## config.mk

```make
export PLATFORM = sky130hd
export DESIGN_NAME = rpc_cell
export DESIGN_NICKNAME = d
export VERILOG_FILES = /design/src/hw/rtl/rpc_pkg.sv /design/src/hw/rtl/rpc_cell.sv
export SDC_FILE = /design/constraint.sdc
export NUM_CORES = 1
export LEC_CHECK = 0
export CAP_MARGIN = 40
export CORE_ASPECT_RATIO = 1.75
export CORE_MARGIN = 3
export CORE_UTILIZATION = 50
export DETAILED_ROUTE_END_ITERATION = 8
export DONT_BUFFER_PORTS = 1
export SETUP_SLACK_MARGIN = 0.05
export SYNTH_ARGS = -nofsm -noshare
export SYNTH_HDL_FRONTEND = slang
export SYNTH_SLANG_ARGS = --single-unit
```

## constraint.sdc

```tcl
create_clock -name clk -period 9.5 [get_ports clk]
set_input_delay 1.425 -clock clk [delete_from_list [all_inputs] [get_ports clk]]
set_output_delay 1.425 -clock clk [all_outputs]
set_load 0.005 [all_outputs]
```

## src/hw/rtl/rpc_pkg.sv

```systemverilog
// Shared types, widths and constants for the reference phase compensation block.
// Holds the stored reference phase table, the CORDIC angle table and fixed-point constants.
// No dependencies.
`timescale 1ns / 1ps
`default_nettype none

package rpc_pkg;

  localparam int REF_TABLE_DEPTH = 100;
  localparam int CORDIC_STAGES   = 16;
  localparam int TRIG_WIDTH      = 16;

  localparam int ROM_ENTRIES = 100;
  localparam int ROM_LIMIT   = (REF_TABLE_DEPTH < ROM_ENTRIES) ? REF_TABLE_DEPTH : ROM_ENTRIES;

  localparam int PHASE_W = 13;
  localparam int IDX_W   = 7;
  localparam int COMP_W  = 14;
  localparam int MAG_W   = COMP_W;
  localparam int PROD_W  = 32;           // mag * 268435
  localparam int N_W     = 22;           // mag * 456 + 500
  localparam int REC_W   = 23;           // reciprocal of 1000
  localparam int RECIP_SHIFT = 32;
  localparam int Q_W     = N_W + REC_W - RECIP_SHIFT;
  localparam int ANG_W   = 32;
  localparam int Z_W     = 32;           // signed Q28 angle
  localparam int XY_W    = 33;           // signed Q30 vector
  localparam int STAGE_W = (CORDIC_STAGES > 1) ? $clog2(CORDIC_STAGES) : 1;
  localparam int TRIG_SHIFT = 31 - TRIG_WIDTH;
  localparam int FRONT_STAGES = 7;

  // mag * 2^28 / 1000 = mag * 268435 + mag * 456 / 1000
  localparam logic [18:0] MUL_HI    = 19'd268435;
  localparam logic [8:0]  MUL_LO    = 9'd456;
  localparam logic [8:0]  HALF_K    = 9'd500;
  localparam logic [REC_W-1:0] RECIP_1000 = 23'd4294968;  // ceil(2^32 / 1000), exact for N_W bits

  localparam logic [ANG_W-1:0] TWO_PI_U = 32'd1686629713;
  localparam logic [ANG_W-1:0] PI_U     = 32'd843314857;
  localparam logic signed [Z_W-1:0] TWO_PI_Q28   = 32'sd1686629713;
  localparam logic signed [Z_W-1:0] PI_Q28       = 32'sd843314857;
  localparam logic signed [Z_W-1:0] HALF_PI_Q28  = 32'sd421657428;
  localparam logic signed [Z_W-1:0] NHALF_PI_Q28 = -32'sd421657428;
  localparam logic signed [XY_W-1:0] GAIN_Q30    = 33'sd652032874;

  localparam int PHASE_ROM [0:ROM_ENTRIES-1] = '{
    1813, -2271, -2049, -1714, 12, -1104, -1466, -3022, -2202, 2521,
    1486, -189, 46, -2301, 1757, -450, 2909, 2494, -315, 1236,
    1802, -353, -3008, -1789, 2335, -2636, -215, -397, 1913, -1199,
    -2851, -2066, 1692, 576, 175, 1209, -939, 2758, -871, 2429,
    2399, 760, -1463, 567, 1222, -1413, 2748, 276, 2615, -1408,
    1766, -691, 1478, 2717, 1355, -2688, 906, 1914, -892, 1761,
    -2627, 1737, 301, -1278, -575, -246, -2783, 184, 404, -3108,
    -1867, -324, 2636, 2782, -432, -38, -2088, -801, 1024, -707,
    2998, -2870, 232, 1262, -1965, -118, -72, 1156, -1922, 2807,
    -2163, 3122, -3011, -3088, -1974, -559, -410, -2112, -2573, -1422
  };

  typedef struct packed {
    logic                     flip;
    logic signed [COMP_W-1:0] phase;
    logic signed [XY_W-1:0]   x;
    logic signed [XY_W-1:0]   y;
    logic signed [Z_W-1:0]    z;
  } cord_t;

  typedef struct packed {
    logic  vld;
    cord_t d;
  } cell_bus_t;

  function automatic logic signed [PHASE_W-1:0] ref_phase(input logic [IDX_W-1:0] idx);
    logic signed [PHASE_W-1:0] v;
    v = '0;
    if (int'(idx) < ROM_LIMIT) begin
      v = PHASE_W'(PHASE_ROM[idx]);
    end
    return v;
  endfunction

  // atan(2^-i) in Q28, rounded to nearest
  function automatic logic signed [Z_W-1:0] stage_angle(input logic [STAGE_W-1:0] i);
    logic signed [Z_W-1:0] v;
    case (int'(i))
      0:       v = 32'sd210828714;
      1:       v = 32'sd124459457;
      2:       v = 32'sd65760959;
      3:       v = 32'sd33381290;
      4:       v = 32'sd16755422;
      5:       v = 32'sd8385879;
      6:       v = 32'sd4193963;
      7:       v = 32'sd2097109;
      8:       v = 32'sd1048571;
      9:       v = 32'sd524287;
      10:      v = 32'sd262144;
      11:      v = 32'sd131072;
      12:      v = 32'sd65536;
      13:      v = 32'sd32768;
      14:      v = 32'sd16384;
      15:      v = 32'sd8192;
      16:      v = 32'sd4096;
      17:      v = 32'sd2048;
      18:      v = 32'sd1024;
      19:      v = 32'sd512;
      20:      v = 32'sd256;
      21:      v = 32'sd128;
      22:      v = 32'sd64;
      23:      v = 32'sd32;
      default: v = '0;
    endcase
    return v;
  endfunction

endpackage

`default_nettype wire

```

## src/hw/rtl/rpc_cell.sv

```systemverilog
// One CORDIC rotation cell: a single micro-rotation and its pipeline register.
// Depends on rpc_pkg.
`timescale 1ns / 1ps
`default_nettype none

module rpc_cell import rpc_pkg::*; (
  input  wire logic               clk,
  input  wire logic               rst,
  input  wire logic [STAGE_W-1:0] stage,
  input  wire cell_bus_t          up,
  input  wire logic               adv_next,
  output logic                    adv,
  output cell_bus_t               dn
);

  logic  vld;
  cord_t data;
  cord_t data_next;

  logic signed [XY_W-1:0] dx, dy;
  logic signed [Z_W-1:0]  ang;

  assign adv = !vld || adv_next;

  assign dx  = up.d.y >>> stage;
  assign dy  = up.d.x >>> stage;
  assign ang = stage_angle(stage);

  always_comb begin
    data_next = up.d;
    if (!up.d.z[Z_W-1]) begin
      data_next.x = up.d.x - dx;
      data_next.y = up.d.y + dy;
      data_next.z = up.d.z - ang;
    end else begin
      data_next.x = up.d.x + dx;
      data_next.y = up.d.y - dy;
      data_next.z = up.d.z + ang;
    end
  end

  always_ff @(posedge clk) begin
    if (rst) begin
      vld <= 1'b0;
    end else if (adv) begin
      vld <= up.vld;
    end
  end

  always_ff @(posedge clk) begin
    if (adv) begin
      data <= data_next;
    end
  end

  assign dn.vld = vld;
  assign dn.d   = data;

endmodule

`default_nettype wire

```

## After elaboration in Yosys (flattened, before gate mapping)

Memory sizes are Yosys's and may differ from the RTL's.
Index checks and enable logic that the tools add are counted.

| storage, ports and cells | value |
|---|---|
| register bits after elaboration | 114 |
| bits in read-only memories | 448 |
| word-level logic and storage cells | 18 |
| memories kept | 1 |
| input port bits | 121 |
| output and inout port bits | 115 |

| cells by class | value |
|---|---|
| reduce and logical (&&, ||, !) cells | 2 |
| $add $sub $neg | 6 |
| shift-type cells | 2 |
| multiplexer cells | 1 |

Memory list:

| name | words | bits a word | read ports | clocked after Yosys merged registers in | wr ports | RTL line | text |
|---|---|---|---|---|---|---|---|
| (no name shown) | 16 | 28 | 1 | 0 | 0 | rpc_pkg.sv:84 | `case (int'(i))` |

Operators with widths:

| kind | count |
|---|---|
| $mux W98 | 1 |
| $add A33 B33 Y33 | 2 |
| $sshr A33 B4 Y33 | 2 |
| $sub A33 B33 Y33 | 2 |
| $add A32 B32 Y32 | 1 |
| $sub A32 B32 Y32 | 1 |
| $logic_not A1 Y1 | 1 |
| $logic_or A1 B1 Y1 | 1 |

## Logic depth before layout (Yosys ltp)

| logic depth | value |
|---|---|
| word-level depth | 3 |
| gate-level depth with buffers | 28 |
| gate-level depth less buffers | 23 |

## Worst setup path before layout

OpenSTA, ideal clock, no wires.

| timing | value |
|---|---|
| path type | input -> register |
| from | input port stage[2] |
| to | register data, in the netlist dn[64] (data pin) |
| path buffers | 7 |
| path slack | 2.168 ns |
| stages | 24 |
| data arrival time | 7.072 ns |
| setup time | 0.260 ns |
| data required time | 9.240 ns |
| cells stage by stage | clkbuf_1 > clkbuf_1 > buf_1 > clkbuf_1 > clkbuf_1 > clkbuf_1 > buf_1 > nand2_1 > o21ai_0 > ha_1 > inv_1 > or2_1 > a2111oi_0 > nor2_1 > xnor2_1 > ha_1 > o21a_1 > o221a_2 > o221ai_1 > o41ai_1 > a221oi_1 > o21ai_0 > a31oi_1 > xnor2_1 |

RTL lines:

| element | RTL line | text |
|---|---|---|
| start: declaration | rpc_cell.sv:9 | `input wire logic [STAGE_W-1:0] stage,` |
| end signal: assignment | rpc_cell.sv:52 | `data <= data_next;` |
| end: declaration | rpc_cell.sv:17 | `cord_t data;` |

==> metrics.cfg <==
[drt]
wl_met3_mm = 2.07
wirelength_mm = 42.5
firstDrtPassIters = 5
wl_met2_mm = 23.7
drt-met1-wl_mm = 13.6
vias_per_cell = 6.44
vias = 11742
drc = 0
dr.max_layer_used = met4
drt-initial-drc-count = 823
wl_per_cell_um = 23.3
drtAntennaViolNets = 0

[timing]
setup_viol = 0
period_share = 0.708
fmax_mhz = 149
slew_viol_final = 0
hold_viol_final = 0
fin_skew_ns = 0.0115
fin_crit_ns = 6.73
worst_pin_slew_ns = 0.821
slew_headroom = 0.450
final.setup.worst_slack_ns = 2.77
grt_setup_unrepaired = no
fin_tns_setup_ns = 0

[synth]
synth_edf_count = 113
synth_ff_type = edfxtp_1
synth_seq_area_share = 0.244
synth_cell_types = 83
syn_area_per_cell_um2 = 9.40
netlist.top_cell.by_area = edfxtp_1
synthTopCellsByArea = edfxtp_1 (24%), mux4_2 (13%), ha_1 (9.3%)
synth_top_area_frac = 0.243
syn_nets = 1716
syn-cell-area_um2 = 14000
syn_inst = 1488
ys_ff_latch = 114
synthArstFlopShare = 0
yosysWarnings = 0

[clock_tree]
cts_buffer_depth = 2
cts.sinks = 114
cts_tree = done
cts_root_buf = clkbuf_16
cts_buffers = 17
clk-insertion-delay-late_ns = 0.45
cts_max_level = 4
ctsHoldBuffers = 0
post_cts_resized = 0
clkTransAtPathRegs_ns = 0.06
post_cts_buffers = 0

[power]
power_density_nw_per_um2 = 176
p_clk_frac = 0.251
sw_frac_of_total = 0.360
power_switching_mw = 0.932
p_leak_nw = 5.82
power.internal_mw = 1.66
p_seq_frac = 0.344
power_frac_comb = 0.405
max-vdd-ir-drop_mv = 0.132

[setup_path]
cp_cell_sequence = clkinv_1 -> buf_4 -> ha_1 -> or2_2 -> a21oi_1 -> nor2_1 -> and3b_1 -> nand3_1 -> nor3_1 -> nor2b_1 -> nor2_1 -> xnor2_1 -> ha_1 -> a21oi_1 -> o21ai_0 -> nor3_1 -> a21oi_1 -> a41o_1 -> o41ai_1 -> o221ai_1 -> or4b_2 -> nand3_1
crit_family = simple AND/OR/NAND/NOR gates
crit_end = dn[30]
cp-end-kind = flop
cp_num_buf_inv = 2
rr_worst_depth = 3
critPathLaunchType = input port
crit_fanout = 83
critical_path_required_ns = 9.81
worst-path-stages = 22
path_common_cell = a21oi_1
worst_path_max_delay_cell = or4b_2
rrSetupSlack_ns = 7.68
arrival_ns = 7.04
max_stage_delay_ns = 0.69
critPathKind = input port to flop
rr_startpoint = vld
critPathLaunch = stage[1]
r2r-end = dn[93]

[finish]
drive_above_1_share = 0.111
layout_commonest_cell = a21oi_1
stdcell_count = 1823
multi_input_area_um2 = 10000
fin_util = 0.538
num_antenna_cells = 0
final_cell_mix = a21oi_1 (148), nand2_1 (129), edfxtp_1 (113), xnor2_1 (112), nor2_1 (106)
finalNetCount = 1669
syn_to_final_growth_pct = 5.39
fillers = 2601
seq_area_um2 = 3410

[floorplan]
fp.coreArea_um2 = 27400
die_w_um = 132
die_area_um2 = 30100
rows = 80
num_io_pins = 236
initial_core_util = 0.510
die_height_um = 227

[placed_design]
place.port_buffers = 0
dp_hpwl_mm = 33.1
preCtsSetupSlack_ns = 2.44
place.gp.congestion = 0.941
place_inst = 1791

[grt]
grt_overflow_total = 0
antenna_found_initial = 1
grt.total_usage = 0.280
grt_pass1_vias = 12015
grt_pass1_wl_mm = 65.3
grt_max_degree = 105

[outcome]
status = finished, final reports clean

[worst_hold_path]
holdCritStartpoint = vld
min_path_type = flop to flop

[job]
maxCapViolations = 0

[final cells by class]
class / count / share of cell area
multi-input cells: 1250 / 0.680
flip-flops and latches: 114 / 0.232
well taps: 369 / 0.0313
clock buffers: 17 / 0.0289
inverters: 53 / 0.0135
clock inverters: 15 / 0.0107
repair buffers: 5 / 0.00390
[stage by stage]
step	instance area, um2	hold WS, ns	power [mW]
global placement	14100	1.01	1.94
global route	14700	1.02	2.77
detailed placement	14200	1.03	1.95
finish	14700	0.998	2.59
CTS	14700	1.02	2.61
floorplan	14000	1.49	1.74
[state kept, by name (all words and copies together), names as in the netlist]
name  cells
dn      113
vld       1
[cell usage after synthesis (all sizes together) (3+ instances only)]
cell / number
a21oi: 149
nand2: 129
edfxtp: 113
xnor2: 112
nor2: 106
ha: 104
mux4: 80
o21ai: 68
xor2: 56
mux2i: 54
inv: 52
nor3: 40
a21o: 38
buf: 38
clkbuf: 33
nand3: 31
a31oi: 27
mux2: 27
o21a: 18
nor2b: 17
nand2b: 15
o211ai: 15
and2: 13
and3: 13
a211oi: 12
o21bai: 11
o22ai: 8
or2: 8
a221oi: 7
nand4: 7
a41oi: 6
nand3b: 6
nor3b: 5
a2111oi: 4
a211o: 4
and3b: 4
o2111ai: 4
o211a: 4
or3: 4
a21boi: 3
and4: 3
fa: 3
nor4b: 3
o311ai: 3
[layer usage]
metal  vias up  track usage
met4         0        0.190
met1      5639        0.256
li1       5537            -
met2       429        0.547
met3       137       0.0566
met5         -            0
[cells by family (layout without fill, tap and decap cells)]
logic type / count (synthesis) / count (layout) / synth area share
buf+inv: 124 / 90 / 0.0396
flops: 114 / 114 / 0.244
simple gates: 410 / 410 / 0.141
compound gates: 404 / 404 / 0.184
mux: 161 / 161 / 0.189
fa+ha+maj: 107 / 107 / 0.0973
xor+xnor: 168 / 168 / 0.105
[power by group through the flow]
stage | clock, mW | sequential (mW) | combinational [mW]
after global routing | 0.687 | 0.908 | 1.17
after floorplan | 0 | 0.873 | 0.868
after global placement | 0 | 0.907 | 1.03
after CTS | 0.663 | 0.901 | 1.05
final | 0.649 | 0.889 | 1.05
after detailed placement | 0 | 0.910 | 1.04
[worst register-to-register path, stage by stage (launching register included)]
cell and delay (ns):
dfxtp_1 0.34, nand2b_4 0.47, buf_4 0.28, buf_16 0.28
[how the worst min path moves through the flow]
stage,to,slack [ns],cells after the start
2_1_floorplan,vld,1.49,1
6_report,vld,1.0,2
3_3_place_gp,vld,1.01,2
4_1_cts,vld,1.02,1
5_1_grt,vld,1.02,1
3_5_place_dp,vld,1.03,2
Power figures use the tool's default switching activity.
