<file path="src/hw/rtl/rpc_pkg.sv">
// Shared types, widths and constants for the reference phase compensation block.
// Holds the stored reference phase table, the CORDIC angle table and fixed-point constants.
// No dependencies.
`timescale 1ns / 1ps
`default_nettype none

package rpc_pkg;

  localparam int REF_TABLE_DEPTH = 100;
  localparam int CORDIC_STAGES   = 16;
  localparam int TRIG_WIDTH      = 16;

  localparam int ROM_ENTRIES = 100;
  localparam int ROM_LIMIT   = (REF_TABLE_DEPTH < ROM_ENTRIES) ? REF_TABLE_DEPTH : ROM_ENTRIES;

  localparam int PHASE_W = 13;
  localparam int IDX_W   = 7;
  localparam int COMP_W  = 14;
  localparam int MAG_W   = COMP_W;
  localparam int PROD_W  = 32;           // mag * 268435
  localparam int N_W     = 22;           // mag * 456 + 500
  localparam int REC_W   = 23;           // reciprocal of 1000
  localparam int RECIP_SHIFT = 32;
  localparam int Q_W     = N_W + REC_W - RECIP_SHIFT;
  localparam int ANG_W   = 32;
  localparam int Z_W     = 32;           // signed Q28 angle
  localparam int XY_W    = 33;           // signed Q30 vector
  localparam int STAGE_W = (CORDIC_STAGES > 1) ? $clog2(CORDIC_STAGES) : 1;
  localparam int TRIG_SHIFT = 31 - TRIG_WIDTH;
  localparam int FRONT_STAGES = 7;

  // mag * 2^28 / 1000 = mag * 268435 + mag * 456 / 1000
  localparam logic [18:0] MUL_HI    = 19'd268435;
  localparam logic [8:0]  MUL_LO    = 9'd456;
  localparam logic [8:0]  HALF_K    = 9'd500;
  localparam logic [REC_W-1:0] RECIP_1000 = 23'd4294968;  // ceil(2^32 / 1000), exact for N_W bits

  localparam logic [ANG_W-1:0] TWO_PI_U = 32'd1686629713;
  localparam logic [ANG_W-1:0] PI_U     = 32'd843314857;
  localparam logic signed [Z_W-1:0] TWO_PI_Q28   = 32'sd1686629713;
  localparam logic signed [Z_W-1:0] PI_Q28       = 32'sd843314857;
  localparam logic signed [Z_W-1:0] HALF_PI_Q28  = 32'sd421657428;
  localparam logic signed [Z_W-1:0] NHALF_PI_Q28 = -32'sd421657428;
  localparam logic signed [XY_W-1:0] GAIN_Q30    = 33'sd652032874;

  localparam int PHASE_ROM [0:ROM_ENTRIES-1] = '{
    1813, -2271, -2049, -1714, 12, -1104, -1466, -3022, -2202, 2521,
    1486, -189, 46, -2301, 1757, -450, 2909, 2494, -315, 1236,
    1802, -353, -3008, -1789, 2335, -2636, -215, -397, 1913, -1199,
    -2851, -2066, 1692, 576, 175, 1209, -939, 2758, -871, 2429,
    2399, 760, -1463, 567, 1222, -1413, 2748, 276, 2615, -1408,
    1766, -691, 1478, 2717, 1355, -2688, 906, 1914, -892, 1761,
    -2627, 1737, 301, -1278, -575, -246, -2783, 184, 404, -3108,
    -1867, -324, 2636, 2782, -432, -38, -2088, -801, 1024, -707,
    2998, -2870, 232, 1262, -1965, -118, -72, 1156, -1922, 2807,
    -2163, 3122, -3011, -3088, -1974, -559, -410, -2112, -2573, -1422
  };

  typedef struct packed {
    logic                     flip;
    logic signed [COMP_W-1:0] phase;
    logic signed [XY_W-1:0]   x;
    logic signed [XY_W-1:0]   y;
    logic signed [Z_W-1:0]    z;
  } cord_t;

  typedef struct packed {
    logic  vld;
    cord_t d;
  } cell_bus_t;

  function automatic logic signed [PHASE_W-1:0] ref_phase(input logic [IDX_W-1:0] idx);
    logic signed [PHASE_W-1:0] v;
    v = '0;
    if (int'(idx) < ROM_LIMIT) begin
      v = PHASE_W'(PHASE_ROM[idx]);
    end
    return v;
  endfunction

  // atan(2^-i) in Q28, rounded to nearest
  function automatic logic signed [Z_W-1:0] stage_angle(input logic [STAGE_W-1:0] i);
    logic signed [Z_W-1:0] v;
    case (int'(i))
      0:       v = 32'sd210828714;
      1:       v = 32'sd124459457;
      2:       v = 32'sd65760959;
      3:       v = 32'sd33381290;
      4:       v = 32'sd16755422;
      5:       v = 32'sd8385879;
      6:       v = 32'sd4193963;
      7:       v = 32'sd2097109;
      8:       v = 32'sd1048571;
      9:       v = 32'sd524287;
      10:      v = 32'sd262144;
      11:      v = 32'sd131072;
      12:      v = 32'sd65536;
      13:      v = 32'sd32768;
      14:      v = 32'sd16384;
      15:      v = 32'sd8192;
      16:      v = 32'sd4096;
      17:      v = 32'sd2048;
      18:      v = 32'sd1024;
      19:      v = 32'sd512;
      20:      v = 32'sd256;
      21:      v = 32'sd128;
      22:      v = 32'sd64;
      23:      v = 32'sd32;
      default: v = '0;
    endcase
    return v;
  endfunction

endpackage

`default_nettype wire

</file>
<file path="src/hw/rtl/rpc_if.sv">
// Valid/ready channel interfaces for input items and result items.
// Depends on rpc_pkg for field widths.
`timescale 1ns / 1ps
`default_nettype none

interface rpc_in_if import rpc_pkg::*; ();
  logic                      valid;
  logic                      ready;
  logic signed [PHASE_W-1:0] received_phase;
  logic        [IDX_W-1:0]   ref_index;

  modport source (output valid, output received_phase, output ref_index, input ready);
  modport sink   (input valid, input received_phase, input ref_index, output ready);
endinterface


`default_nettype wire

</file>
<file path="src/hw/rtl/rpc_front.sv">
// Front pipeline: table lookup, phase difference, milliradian to Q28 conversion,
// range reduction and quadrant fold. Feeds the first CORDIC cell.
// Depends on rpc_pkg and rpc_if.
`timescale 1ns / 1ps
`default_nettype none

module rpc_front import rpc_pkg::*; (
  input  wire logic  clk,
  input  wire logic  rst,
  rpc_in_if.sink     sample,
  input  wire logic  adv_next,
  output cell_bus_t  dn
);

  logic [FRONT_STAGES:1] vld;
  logic [FRONT_STAGES:1] adv;

  // stage registers
  logic signed [COMP_W-1:0] comp1, comp2, comp3, comp4, comp5, comp6, comp7;
  logic                     neg2, neg3, neg4, neg5;
  logic [PROD_W-1:0]        p2, p3;
  logic [N_W-1:0]           n2;
  logic [Q_W-1:0]           q3;
  logic [ANG_W-1:0]         a4, a5;
  logic signed [Z_W-1:0]    z6, z7;
  logic                     flip7;

  always_comb begin
    adv[FRONT_STAGES] = !vld[FRONT_STAGES] || adv_next;
    for (int k = FRONT_STAGES - 1; k >= 1; k--) begin
      adv[k] = !vld[k] || adv[k+1];
    end
  end

  assign sample.ready = adv[1];

  always_ff @(posedge clk) begin
    if (rst) begin
      vld <= '0;
    end else begin
      if (adv[1]) vld[1] <= sample.valid;
      for (int k = 2; k <= FRONT_STAGES; k++) begin
        if (adv[k]) vld[k] <= vld[k-1];
      end
    end
  end

  // combinational terms
  logic signed [PHASE_W-1:0]   stored;
  logic [MAG_W-1:0]            mag;
  logic [N_W+REC_W-1:0]        qprod;
  logic [ANG_W-1:0]            a5_next;
  logic signed [Z_W-1:0]       as5, w_lo, w_hi, z6_next, z7_next;
  logic                        flip7_next;

  assign stored = ref_phase(sample.ref_index);
  assign mag    = comp1[COMP_W-1] ? MAG_W'(-comp1) : MAG_W'(comp1);
  assign qprod  = (N_W+REC_W)'(n2) * (N_W+REC_W)'(RECIP_1000);

  assign a5_next = (a4 >= TWO_PI_U) ? a4 - TWO_PI_U : a4;

  // wrap to (-pi, pi] and apply the sign; all four candidates in parallel
  assign as5  = Z_W'(a5);
  assign w_lo = neg5 ? -as5 : as5;
  assign w_hi = neg5 ? TWO_PI_Q28 - as5 : as5 - TWO_PI_Q28;
  assign z6_next = (a5 > PI_U) ? w_hi : w_lo;

  always_comb begin
    z7_next    = z6;
    flip7_next = 1'b0;
    if (z6 > HALF_PI_Q28) begin
      z7_next    = z6 - PI_Q28;
      flip7_next = 1'b1;
    end else if (z6 < NHALF_PI_Q28) begin
      z7_next    = z6 + PI_Q28;
      flip7_next = 1'b1;
    end
  end

  always_ff @(posedge clk) begin
    if (adv[1]) begin
      comp1 <= COMP_W'(stored) - COMP_W'(sample.received_phase);
    end
    if (adv[2]) begin
      comp2 <= comp1;
      neg2  <= comp1[COMP_W-1];
      p2    <= PROD_W'(mag) * PROD_W'(MUL_HI);
      n2    <= N_W'(mag) * N_W'(MUL_LO) + N_W'(HALF_K);
    end
    if (adv[3]) begin
      comp3 <= comp2;
      neg3  <= neg2;
      p3    <= p2;
      q3    <= qprod[RECIP_SHIFT +: Q_W];
    end
    if (adv[4]) begin
      comp4 <= comp3;
      neg4  <= neg3;
      a4    <= p3 + ANG_W'(q3);
    end
    if (adv[5]) begin
      comp5 <= comp4;
      neg5  <= neg4;
      a5    <= a5_next;
    end
    if (adv[6]) begin
      comp6 <= comp5;
      z6    <= z6_next;
    end
    if (adv[7]) begin
      comp7 <= comp6;
      z7    <= z7_next;
      flip7 <= flip7_next;
    end
  end

  assign dn.vld     = vld[FRONT_STAGES];
  assign dn.d.flip  = flip7;
  assign dn.d.phase = comp7;
  assign dn.d.x     = GAIN_Q30;
  assign dn.d.y     = '0;
  assign dn.d.z     = z7;

endmodule

`default_nettype wire

</file>
<file path="src/flat_wrapper.sv">
// flat-port wrapper written by rule: the top's interface ports become plain ports
module rpc_front_flat import rpc_pkg::*;
  (clk, rst, adv_next, dn, sample_valid, sample_received_phase, sample_ref_index, sample_ready);
  rpc_in_if sample_i ();
  input  wire logic clk;
  input  wire logic rst;
  input  wire logic adv_next;
  output cell_bus_t dn;
  input wire logic [$bits(sample_i.valid)-1:0] sample_valid;
  input wire logic [$bits(sample_i.received_phase)-1:0] sample_received_phase;
  input wire logic [$bits(sample_i.ref_index)-1:0] sample_ref_index;
  output wire logic [$bits(sample_i.ready)-1:0] sample_ready;
  assign sample_i.valid = sample_valid;
  assign sample_i.received_phase = sample_received_phase;
  assign sample_i.ref_index = sample_ref_index;
  assign sample_ready = sample_i.ready;
  rpc_front u_core (.clk(clk), .rst(rst), .sample(sample_i), .adv_next(adv_next), .dn(dn));
endmodule
</file>
<file path="config.mk">
export PLATFORM = sky130hd
export DESIGN_NAME = rpc_front_flat
export DESIGN_NICKNAME = d
export VERILOG_FILES = /design/src/hw/rtl/rpc_pkg.sv /design/src/hw/rtl/rpc_if.sv /design/src/hw/rtl/rpc_front.sv /design/src/flat_wrapper.sv
export SDC_FILE = /design/constraint.sdc
export NUM_CORES = 1
export LEC_CHECK = 0
export ABC_AREA = 1
export BUFFER_PORTS_ARGS = -buffer_cell sky130_fd_sc_hd__clkbuf_2
export CAP_MARGIN = 20
export CELL_PAD_IN_SITES_DETAIL_PLACEMENT = 1
export CELL_PAD_IN_SITES_GLOBAL_PLACEMENT = 1
export CORE_ASPECT_RATIO = 1.4
export CORE_MARGIN = 3
export CORE_UTILIZATION = 48
export CTS_CLUSTER_SIZE = 30
export DETAILED_ROUTE_END_ITERATION = 7
export HOLD_SLACK_MARGIN = 0.02
export PLACE_DENSITY_LB_ADDON = 0.25
export SETUP_SLACK_MARGIN = 0.05
export SLEW_MARGIN = 0
export SYNTH_ARGS = -nofsm -noshare
export SYNTH_HDL_FRONTEND = slang
export SYNTH_SLANG_ARGS = --single-unit
</file>
<file path="constraint.sdc">
create_clock -name clk -period 13.9 [get_ports clk]
set_clock_uncertainty 0.15 [all_clocks]
set_input_delay 0.695 -clock clk [delete_from_list [all_inputs] [get_ports clk]]
set_output_delay 0.695 -clock clk [all_outputs]
set_load 0.005 [all_outputs]
</file>
* Word level (Yosys, flattened, before mapping)
Memory sizes are Yosys's and may differ from the RTL's. Cells that the tools add are included.
Storage, ports and cells: register bits after elaboration 337, memory bits (read-only) 4096, input port bits 24, logic and storage cells 73, memories kept 1
Operators by class: add/subtract/negate cells 10, multipliers 3, magnitude comparators 6, multiplexer cells 11, bitwise logic cells 1, reduce and logical (&&, ||, !) cells 14
Memory list:
- (name not given) | words 128, width 32, read ports 1, clocked after Yosys merged registers in 0, write ports 0, line rpc_pkg.sv:76 | v = PHASE_W'(PHASE_ROM[idx]);
Operator list (count):
- $mux 32 | 6
- $gt 32x30->1 const B | 2
- $sub 32x31->32 const B | 2
- $mul 22x20->42 const B | 1
- $mux 13 | 3
- $add 32x13->32 | 1
- $add 32x31->32 const B | 1
- $ge 32x31->1 const B | 1
- $lt 32x30->1 const B | 1
- $mul 14x19->32 const B | 1
- $neg 32->32 | 1
- $sub 32x32->32 const A | 1
- $sub 32x32->32 const B | 1
- $add 22x9->22 const B | 1
- $mul 14x6->19 const B | 1
- $mux 14 | 1
- $neg 14->14 | 1
- $sub 13x13->14 | 1
- $ge 8x8->1 const B | 1
- $not 7->8 | 1
- $logic_not 1->1 | 7
- $logic_or 1x1->1 | 7
- $lt 7x7->1 const B | 1
- $mux 1 | 1

* Depth between registers and ports, before layout
depth in word-level cells 8, gate-level depth with buffers 32, depth with buffers taken out 32

* Least setup slack after synthesis
OpenSTA, ideal clock, no wires.
kind input -> register, start point in adv_next, end point reg u_core.comp2[10] (enable), library setup time 0.418 ns, arrival 7.565 ns, required time 13.332 ns, slack 5.767 ns, stages 12, path buffers 0, cell sequence nor2_1 > inv_1 > nor2_1 > inv_1 > nor2_1 > inv_1 > nor2_1 > inv_1 > nor2_1 > inv_1 > nor2_1 > inv_1
On the way: word-level cells in the longest chain between the ends 6
Ends and longest elaborated chain:
- start, declared | line flat_wrapper.sv:7 | input wire logic adv_next;
- $logic_or 1x1->1 | line rpc_front.sv:29 | adv[FRONT_STAGES] = !vld[FRONT_STAGES] || adv_next;
- named net u_core.adv (one bit) | line rpc_front.sv:16 | logic [FRONT_STAGES:1] adv;
- $logic_or 1x1->1 | line rpc_front.sv:31 | adv[k] = !vld[k] || adv[k+1];
- named net u_core.adv (one bit) | line rpc_front.sv:16
- $logic_or 1x1->1 | line rpc_front.sv:31
- named net u_core.adv (one bit) | line rpc_front.sv:16
- $logic_or 1x1->1 | line rpc_front.sv:31
- named net u_core.adv (one bit) | line rpc_front.sv:16
- $logic_or 1x1->1 | line rpc_front.sv:31
- named net u_core.adv (one bit) | line rpc_front.sv:16
- $logic_or 1x1->1 | line rpc_front.sv:31
- named net u_core.adv (one bit) | line rpc_front.sv:16
- end signal, assigned | line rpc_front.sv:85 | comp2 <= comp1;
- end, declared | line rpc_front.sv:19 | logic signed [COMP_W-1:0] comp1, comp2, comp3, comp4, comp5, comp6, comp7;
The timed path passes the listed nets, and every way through them passes these cells. A chain may end at the register's enable or synchronous reset.

* Worst setup path after layout
start point reg u_core.comp1[0], end point reg u_core.p2[29], data pin
On the way: word-level cells in the longest chain between the ends 3
Ends and longest elaborated chain:
- start, declared | line rpc_front.sv:19
- start signal, assigned | line rpc_front.sv:82 | comp1 <= COMP_W'(stored) - COMP_W'(sample.received_phase);
- $neg 14->14 | line rpc_front.sv:57 | assign mag = comp1[COMP_W-1] ? MAG_W'(-comp1) : MAG_W'(comp1);
- $mux 14 (*) | line rpc_front.sv:57
- $mul 14x19->32 (*) | line rpc_front.sv:87 | p2 <= PROD_W'(mag) * PROD_W'(MUL_HI);
- end signal, assigned | line rpc_front.sv:87
- end, declared | line rpc_front.sv:21 | logic [PROD_W-1:0] p2, p3;
Every way passes the cells marked *; elsewhere a longest branch is shown, timed or not.

==> impl_metrics.tcl <==
set metrics [dict create \
    synth.most_common_cell "nand2_1" \
    finalHoldViolations 0 \
    dr_wl_met3_um 3200 \
    worst_slew_pin_slew_ns 1.09 \
    h-tree-depth 2 \
    fp.coreArea_um2 69600 \
    die_h_um 321 \
    cp_common_cell "inv_1" \
    clockBufferDepth 3 \
    endpoint_kind "register" \
    finalCritPeriodShare 0.531 \
    drive_above_1_share 0.0562 \
    fp-row-count 114 \
    ys_seq_area_frac 0.287 \
    start_util 0.488 \
    nNetsFinal 4900 \
    finalSetupViolations 0 \
    numCtsBuffers 36 \
    min_period_ns 7.38 \
    seq_area_um2 9750 \
    num-fill-cells 8749 \
    io_buffers 72 \
    start_kind "register" \
    drt_first_pass_iters 5 \
    cts_tree "yes" \
    dieArea_um2 74100 \
    antenna_found_initial 0 \
    gp_congestion 0.960 \
    rsz0062_at_grt "no" \
    ys_ff_latch 327 \
    cts.sinks 327 \
    antenna-diode-count 0 \
    cap_viol_max_count 0 \
    crit_type "reg2reg" \
    outcome "finished clean" \
    critical_path_arrival_ns 7.54 \
    dp_hpwl_um 94900 \
    routed-via-count 29700 \
    drc 0 \
    ys.flop_type "edfxtp_1" \
    drt-met1-wl_um 40400 \
    cp.required_ns 14.06 \
    grt_pass1_vias 32400 \
    area_growth_pct 6.16 \
    crit_fanout 9 \
    slowest_delay_ns 0.74 \
    yosysTopAreaCell "edfxtp_1" \
    ys_top_cells_by_area "edfxtp_1 (28%), ha_1 (13%), nand2_1 (11%), fa_1 (8.5%), inv_1 (7.5%)" \
    grt.total_usage 0.309 \
    grt_overflow 0 \
    wirelength_um 115000 \
    postRouteAntennaNets 0 \
    first_iter_violations 1422 \
    crit_slowest_cell "edfxtp_1" \
    hold_path.class "in2reg" \
    clockRootBuffer "clkbuf_16" \
    grt_max_degree 65 \
    wl_per_cell_um 21.6 \
    synth_warnings 0 \
    synth_area_um2 34000 \
    async_flop_share 0 \
    relSlewSlack 0.267 \
    slew_viol_final 0 \
    fin_setup_tns_ns 0 \
    ys_types 70 \
    ios 139 \
    top_layer "met4" \
    clock_latency_ns 0.58 \
    synth_top_area_share 0.283 \
    cts_hold_buffers 0 \
    syn_area_per_cell_um2 7.85 \
    route.met2.wl_um 62200 \
    post_cts_resized 0 \
    synthTopCellsByCount "nand2_1 (982), inv_1 (682), nor2_1 (373)" \
    fmax_mhz 136 \
    clk_pin_slew_ns 0.08 \
    viasPerCell 5.58 \
    fp.dieW_um 231 \
    synth_cells 4330 \
    grt_pass1_wl_um 179000 \
    post_cts_buffers 0 \
    multiInputGateArea_um2 20800 \
    synth-edff-count 320 \
]
## worst max-delay path: cells and delay by family, from the launching register on
family                   cells  cell delay [ns]
flip-flops                   1             0.74
adder cells (fa/ha/maj)      7             2.99
AND/OR/NAND/NOR             12             1.76
buffers and inverters        9             0.91
AO/OA/AOI/OAI                2             0.37
XOR/XNOR                     1             0.17
## stage by stage
stage / setup slack [ns] / cells / cell area (µm²) / hold slack (ns) / utilization
2_1_floorplan: 5.77 / 4394 / 34200 / 0.250 / -
3_3_place_gp: 6.80 / 5254 / 34900 / 0.251 / 0.501
3_5_place_dp: 6.54 / 5254 / 34900 / 0.255 / 0.501
4_1_cts: 6.47 / 5320 / 36100 / 0.192 / 0.518
5_1_grt: 6.06 / 5321 / 36100 / 0.227 / 0.518
6_report: 6.52 / 5321 / 36100 / 0.220 / 0.518
## layout make-up
| class | count | area share |
|---|---|---|
| inverters | 712 | 0.0742 |
| repair buffers | 97 | 0.0152 |
| well taps | 928 | 0.0322 |
| clock inverters | 25 | 0.00735 |
| multi-input cells | 3191 | 0.575 |
| flip-flops and latches | 327 | 0.270 |
| clock buffers | 41 | 0.0255 |
## cell usage in the layout, fill, tap and decap left out, types with 14 or more instances in the layout
cell type  count
a21oi_1      177
inv_2         32
xor2_1       198
nor2_1       373
nor3_1        69
edfxtp_1     320
o21bai_1      23
o211ai_1      15
conb_1        66
ha_1         366
nand4_1       54
o21ai_0      212
nand2_1      982
inv_1        676
a31oi_1       36
nor4_1        14
nand3_1      227
a21o_1        28
clkbuf_2      72
fa_1         145
buf_4         24
o21ai_1       25
xnor2_1       34
clkbuf_16     36
## flip-flops by register name, indices dropped and copies added, names as in the netlist, 14 cells and up
name and flops:
u_core.p2 32, u_core.z6 32, u_core.a5 32, u_core.comp6 14, u_core.z7 32, u_core.p3 32, u_core.a4 32, u_core.n2 18
u_core.comp7 14, u_core.comp1 14
## cell families after synthesis
| logic type | Yosys count | share of synthesized area |
|---|---|---|
| flops | 327 | 0.287 |
| other cells | 2 | 0.000221 |
| simple gates | 1781 | 0.221 |
| compound gates | 600 | 0.102 |
| buf+inv | 876 | 0.109 |
| xor+xnor | 232 | 0.0598 |
| fa+ha+maj | 511 | 0.220 |
| mux | 1 | 0.000295 |
## path summary, 6_finish.rpt
kind | startpoint | endpoint | slack (ns) | depth (start not counted)
worst max register to register | u_core.comp1[0] | u_core.p2[29] | 6.52 | 31
worst min register to register | u_core.comp6[5] | u_core.comp7[5] | 0.26 | 0
worst max-delay path | u_core.comp1[0] | u_core.p2[29] | 6.52 | 31
worst min-delay path | sample_valid | u_core.vld[1] | 0.22 | 3
## layer usage
| layer | GRT usage | up-vias |
|---|---|---|
| li1 | - | 14100 |
| met1 | 0.308 | 14500 |
| met2 | 0.601 | 712 |
| met3 | 0.0282 | 384 |
| met4 | 0.207 | 0 |
| met5 | 0 | - |
Power is not shown: default switching activity piles up to over one toggle a cycle in this logic, so the estimate is an artifact.
